## src/pev_pkg.sv

```systemverilog
// ----------------------------------------------------------------------------
// Polynomial evaluator package
// Shared widths, defaults and saturation limits for the Horner pipeline.
// ----------------------------------------------------------------------------
package pev_pkg;

    localparam int DATA_W        = 32;
    localparam int LIMB_W        = 32;
    localparam int NUM_REGS      = 8;
    localparam int REG_IDX_W     = 3;
    localparam int DEG_W         = 3;
    localparam int CNT_W         = 4;

    localparam int NUM_COEFS_DEF = 8;
    localparam int FRAC_BITS_DEF = 16;

    typedef logic signed [DATA_W-1:0] t_data;

    localparam t_data SAT_MAX = 32'sh7FFF_FFFF;
    localparam t_data SAT_MIN = 32'sh8000_0000;

endpackage

```

## src/pev_step.sv

```systemverilog
// ----------------------------------------------------------------------------
// One Horner step
// Multiplies the exact accumulator by x one 32-bit limb per stage and adds the
// next coefficient, aligned to the growing fraction, giving an exact result.
// ----------------------------------------------------------------------------
module pev_step #(
    parameter int TERMS     = 1,
    parameter int FRAC_BITS = pev_pkg::FRAC_BITS_DEF
) (
    input  logic                                         i_clk,
    input  logic                                         i_rst_n,
    input  logic                                         i_valid,
    output logic                                         o_ready,
    input  logic signed [pev_pkg::LIMB_W*TERMS-1:0]      i_acc,
    input  pev_pkg::t_data                               i_x,
    input  pev_pkg::t_data                               i_coef,
    output logic                                         o_valid,
    input  logic                                         i_ready,
    output logic signed [pev_pkg::LIMB_W*(TERMS+1)-1:0]  o_acc,
    output pev_pkg::t_data                               o_x
);

    localparam int LW    = pev_pkg::LIMB_W;
    localparam int IN_W  = LW * TERMS;
    localparam int OUT_W = LW * (TERMS + 1);
    localparam int PW    = 2 * LW + 1;
    localparam int LAST  = TERMS + 1;

    logic                    r_v  [LAST+1];
    logic                    w_en [LAST+1];
    pev_pkg::t_data          r_x  [LAST+1];
    logic signed [IN_W-1:0]  r_a  [TERMS];
    logic signed [PW-1:0]    r_p  [1:TERMS];
    logic signed [OUT_W-1:0] r_s  [1:LAST];

    // A stage may load when it is empty or when its content moves on.
    genvar j;
    generate
        for (j = 0; j < LAST; j++) begin : g_en
            assign w_en[j] = !r_v[j] || w_en[j+1];
        end
    endgenerate
    assign w_en[LAST] = !r_v[LAST] || i_ready;
    assign o_ready    = w_en[0];

    always_ff @(posedge i_clk) begin
        if (!i_rst_n) begin
            r_v[0] <= 1'b0;
        end else if (w_en[0]) begin
            r_v[0] <= i_valid;
        end
    end

    always_ff @(posedge i_clk) begin
        if (w_en[0] && i_valid) begin
            r_a[0] <= i_acc;
            r_x[0] <= i_x;
        end
    end

    generate
        for (j = 1; j <= LAST; j++) begin : g_stage
            always_ff @(posedge i_clk) begin
                if (!i_rst_n) begin
                    r_v[j] <= 1'b0;
                end else if (w_en[j]) begin
                    r_v[j] <= r_v[j-1];
                end
            end

            always_ff @(posedge i_clk) begin
                if (w_en[j] && r_v[j-1]) begin
                    r_x[j] <= r_x[j-1];
                end
            end

            if (j <= TERMS) begin : g_mul
                localparam int LO = LW * (j - 1);
                logic signed [LW:0] w_limb;

                // Only the top limb carries the sign of the accumulator.
                if (j == TERMS) begin : g_top
                    assign w_limb = signed'({r_a[j-1][LO+LW-1], r_a[j-1][LO +: LW]});
                end else begin : g_low
                    assign w_limb = signed'({1'b0, r_a[j-1][LO +: LW]});
                end

                always_ff @(posedge i_clk) begin
                    if (w_en[j] && r_v[j-1]) begin
                        r_p[j] <= w_limb * r_x[j-1];
                    end
                end

                if (j < TERMS) begin : g_pass
                    always_ff @(posedge i_clk) begin
                        if (w_en[j] && r_v[j-1]) begin
                            r_a[j] <= r_a[j-1];
                        end
                    end
                end

                if (j == 1) begin : g_init
                    always_ff @(posedge i_clk) begin
                        if (w_en[j] && r_v[j-1]) begin
                            r_s[j] <= OUT_W'(i_coef) <<< (FRAC_BITS * TERMS);
                        end
                    end
                end else begin : g_acc
                    always_ff @(posedge i_clk) begin
                        if (w_en[j] && r_v[j-1]) begin
                            r_s[j] <= r_s[j-1] + (OUT_W'(r_p[j-1]) <<< (LW * (j - 2)));
                        end
                    end
                end
            end else begin : g_fin
                always_ff @(posedge i_clk) begin
                    if (w_en[j] && r_v[j-1]) begin
                        r_s[j] <= r_s[j-1] + (OUT_W'(r_p[j-1]) <<< (LW * (j - 2)));
                    end
                end
            end
        end
    endgenerate

    assign o_valid = r_v[LAST];
    assign o_acc   = r_s[LAST];
    assign o_x     = r_x[LAST];

endmodule

```

## config.mk

```make
export PLATFORM = sky130hd
export DESIGN_NAME = pev_step
export DESIGN_NICKNAME = d
export VERILOG_FILES = /design/src/pev_pkg.sv /design/src/pev_step.sv
export SDC_FILE = /design/constraint.sdc
export NUM_CORES = 2
export LEC_CHECK = 0
export BUFFER_PORTS_ARGS = -buffer_cell sky130_fd_sc_hd__buf_2
export CORE_AREA = 5 5 376 378
export DETAILED_ROUTE_END_ITERATION = 10
export DIE_AREA = 0 0 381 383
export PLACE_DENSITY = 0.57
export REMOVE_ABC_BUFFERS = 1
export SYNTH_ARGS = -nofsm -noshare
export SYNTH_HDL_FRONTEND = slang
export SYNTH_SLANG_ARGS = --single-unit
export TNS_END_PERCENT = 10
```

## constraint.sdc

```tcl
create_clock -name i_clk -period 14.12 [get_ports i_clk]
set_input_delay 2.824 -clock i_clk [delete_from_list [all_inputs] [get_ports i_clk]]
set_output_delay 2.824 -clock i_clk [all_outputs]
set_load 0.05 [all_outputs]
```

==> impl_metrics.json <==
{
  "run_status": "finished clean",
  "final_core_utilization_pct": 37.76,
  "async_reset_ff_share_pct": 0,
  "layout.cells.most_common_list": "fa_1 (1083), inv_1 (970), nand2_1 (560)",
  "crit_path_required_time_ps": 14450,
  "timing.rr.end": "r_p[1][56]",
  "grt_start_max_net_pins": 71,
  "max_freq_mhz": 113.5,
  "final-hold-violation-count": 0,
  "synth_top_flop_cell": "edfxtp_1",
  "flow.area_growth_from_synthesis_pct": 8.132,
  "tightestPinTransition_ps": 981.4,
  "die_w_um": 381,
  "antenna_found_initial": 12,
  "r2r_depth": 25,
  "syn-instance-count": 4600,
  "hold_path_depth": 0,
  "timing.max_cap.violations": 0,
  "post_cts_hold_buffer_count": 0,
  "clock_tree_from_tritoncts": "yes",
  "synth-warning-count": 0,
  "fin_worst_skew_ps": 26.35,
  "initial_utilization_pct": 34.92,
  "grt_pass1_wl_mm": 221.5,
  "groute.usage.overall_pct": 19.98,
  "synth_area_per_cell_um2": 10.41,
  "cts-buffers-inserted": 35,
  "detail_route.first_pass.iterations": 6,
  "cts_setup_buffers": 0,
  "post_cts_resize_count": 0,
  "synth_cell_type_count": 75,
  "floorplan.core_area_um2": 137200,
  "total_wirelength_mm": 143.0,
  "buffer_ports.inserted": 197,
  "clock_latency_ps": 600,
  "detail_route.vias_per_cell": 4.987,
  "min_delay_worst_endpoint": "r_s[2][7]",
  "most_common_cell_type_on_the_critical_path": "fa_1",
  "rrSetupSlack_ps": 5310,
  "std_cell_rows": 136,
  "layout-drive-gt1-share_pct": 7.327,
  "htree_num_levels": 2,
  "crit_path_top_delay_cell": "fa_1",
  "ioPinCount": 198,
  "place.detailed.hpwl_mm": 104.6,
  "global_placer_s_final_weighted_congestion": 0.8756,
  "finalSetupTns_ps": 0,
  "period_share_pct": 62.39,
  "num-nets-final": 6069,
  "criticalPathCategory": "register to register",
  "die-area_um2": 145900,
  "drv_slew": 0,
  "r2r-start": "r_x[0][5]",
  "ys_ff_latch": 291,
  "synth_enable_flop_cells": 290,
  "grt_setup_unrepaired": "no",
  "maximum_fanout_encountered_on_the_critical_timing_path": 33,
  "grt_remaining_overflow": 0,
  "worst_min_path_class": "register to register",
  "vias_in_the_first_global_route": 35770,
  "cts.root.buffer_cell": "clkbuf_16",
  "drtAntennaViolNets": 0,
  "critical_path_sink_type": "register",
  "slew_headroom_pct": 34.17,
  "hp-start": "r_p[1][7]",
  "clock_tree.buffer_depth": 3,
  "post-route-drc-count": 0,
  "layout_commonest_cell": "fa_1",
  "average_wire_per_cell_in_the_routed_design_um": 22.06,
  "period_needed_ps": 8809,
  "start_kind": "register",
  "cp_data_arrival_time_ps": 9140,
  "netlist_area_um2": 47900,
  "synth_sequential_area_ratio_pct": 18.22,
  "setup_viol_count_final": 0,
  "dr_total_vias": 32320,
  "max_stage_delay_ps": 930,
  "cts.clk_slew.worst_paths_ps": 60,
  "clock_sink_count": 291,
  "die_y_um": 383,
  "detail_route.iter0.violations": 2163
}
## cell families (layout without fill, tap and decap cells)
logic type | after synthesis | in the layout | share of synthesized area (%)
DFF | 291 | 291 | 18.22
xor gates and xnor gates | 107 | 107 | 1.957
AOI/OAI and AO/OA | 370 | 370 | 5.110
other | 0 | 6 | 0
and+or+nand+nor | 1298 | 1298 | 13.58
buffers and inverters | 1220 | 1301 | 9.825
adders and majority gates | 1314 | 1314 | 51.30
## layer usage
| layer | wire length [um] | global-route usage (%) | share of wire (%) |
|---|---|---|---|
| met1 | 59990 | 26.44 | 42 |
| met2 | 68690 | 33.97 | 48 |
| met3 | 9999 | 3.468 | 7.0 |
| met4 | 4306 | 5.570 | 3.0 |
| met5 | 22 | 0 | 0.015 |
## through the flow
step | std cells | worst slack (ps) | cell area (um2) | hold slack, ps
floorplan | 4351 | 4754 | 46830 | 400.3
CTS | 6475 | 5273 | 51780 | 419.0
detailed placement | 6412 | 5303 | 50610 | 404.5
global placement | 6412 | 5338 | 50610 | 400.4
finish | 6481 | 5311 | 51790 | 417.0
global route | 6476 | 4784 | 51780 | 422.4
## state kept, by name, indices dropped and copies added (netlist names)
name	flops
r_v	3
r_a	32
r_p	64
r_s	96
r_x	96
## synth_stat cells (all sizes together) (4+ instances only)
cell,number,area share [%]
fa,1083,45
inv,970,7.6
nand2,560,4.4
and2,520,6.8
edfxtp,290,18
ha,231,6.0
clkbuf,213,1.7
a21oi,109,1.1
nor2,77,0.60
o21ai,69,0.72
xnor2,68,1.2
a21o,59,0.92
xor2,39,0.71
buf,36,0.54
nand3,29,0.30
a211oi,21,0.34
nor3,21,0.22
nand4,18,0.24
o21bai,16,0.25
nand2b,15,0.20
and3,14,0.18
nor2b,14,0.20
o21a,13,0.20
a31oi,12,0.18
o211ai,12,0.20
a21boi,9,0.15
or3,8,0.10
nor4,7,0.12
or4,6,0.094
a2111oi,5,0.091
a221o,5,0.10
a311oi,5,0.12
o31ai,4,0.073
## how the worst max path moves through the flow
stage | endpoint | cells after the start | from | slack, ps
after floorplan | r_p[1][0] | 3 | i_ready | 4750
after global placement | r_p[1][56] | 25 | r_x[0][5] | 5340
after detailed placement | r_p[1][56] | 25 | r_x[0][5] | 5300
after CTS | r_p[1][56] | 25 | r_x[0][5] | 5270
after global routing | r_p[1][56] | 25 | r_x[0][5] | 4780
final | r_p[1][56] | 25 | r_x[0][5] | 5310
## worst max-delay path: cells and delay by family, from the launching register on
kind	cells	cell delay, ps
AOI/OAI and AO/OA	2	420
adders and majority gates	9	4750
buffers and inverters	8	1660
DFF	1	320
and+or+nand+nor	6	1350
## final cells by class
cell class | count | area (um2)
Antenna cell | 6 | 15.01
Clock buffer | 43 | 915.9
Clock inverter | 20 | 252.7
Fill cell | 13620 | 85360
Inverter | 971 | 3645
Multi-Input combinational cell | 3089 | 34480
Sequential cell | 291 | 8728
Tap cell | 1794 | 2245
Timing Repair Buffer | 267 | 1511
Power is not shown: default switching activity piles up to over one toggle a cycle in this logic, so the estimate is an artifact.
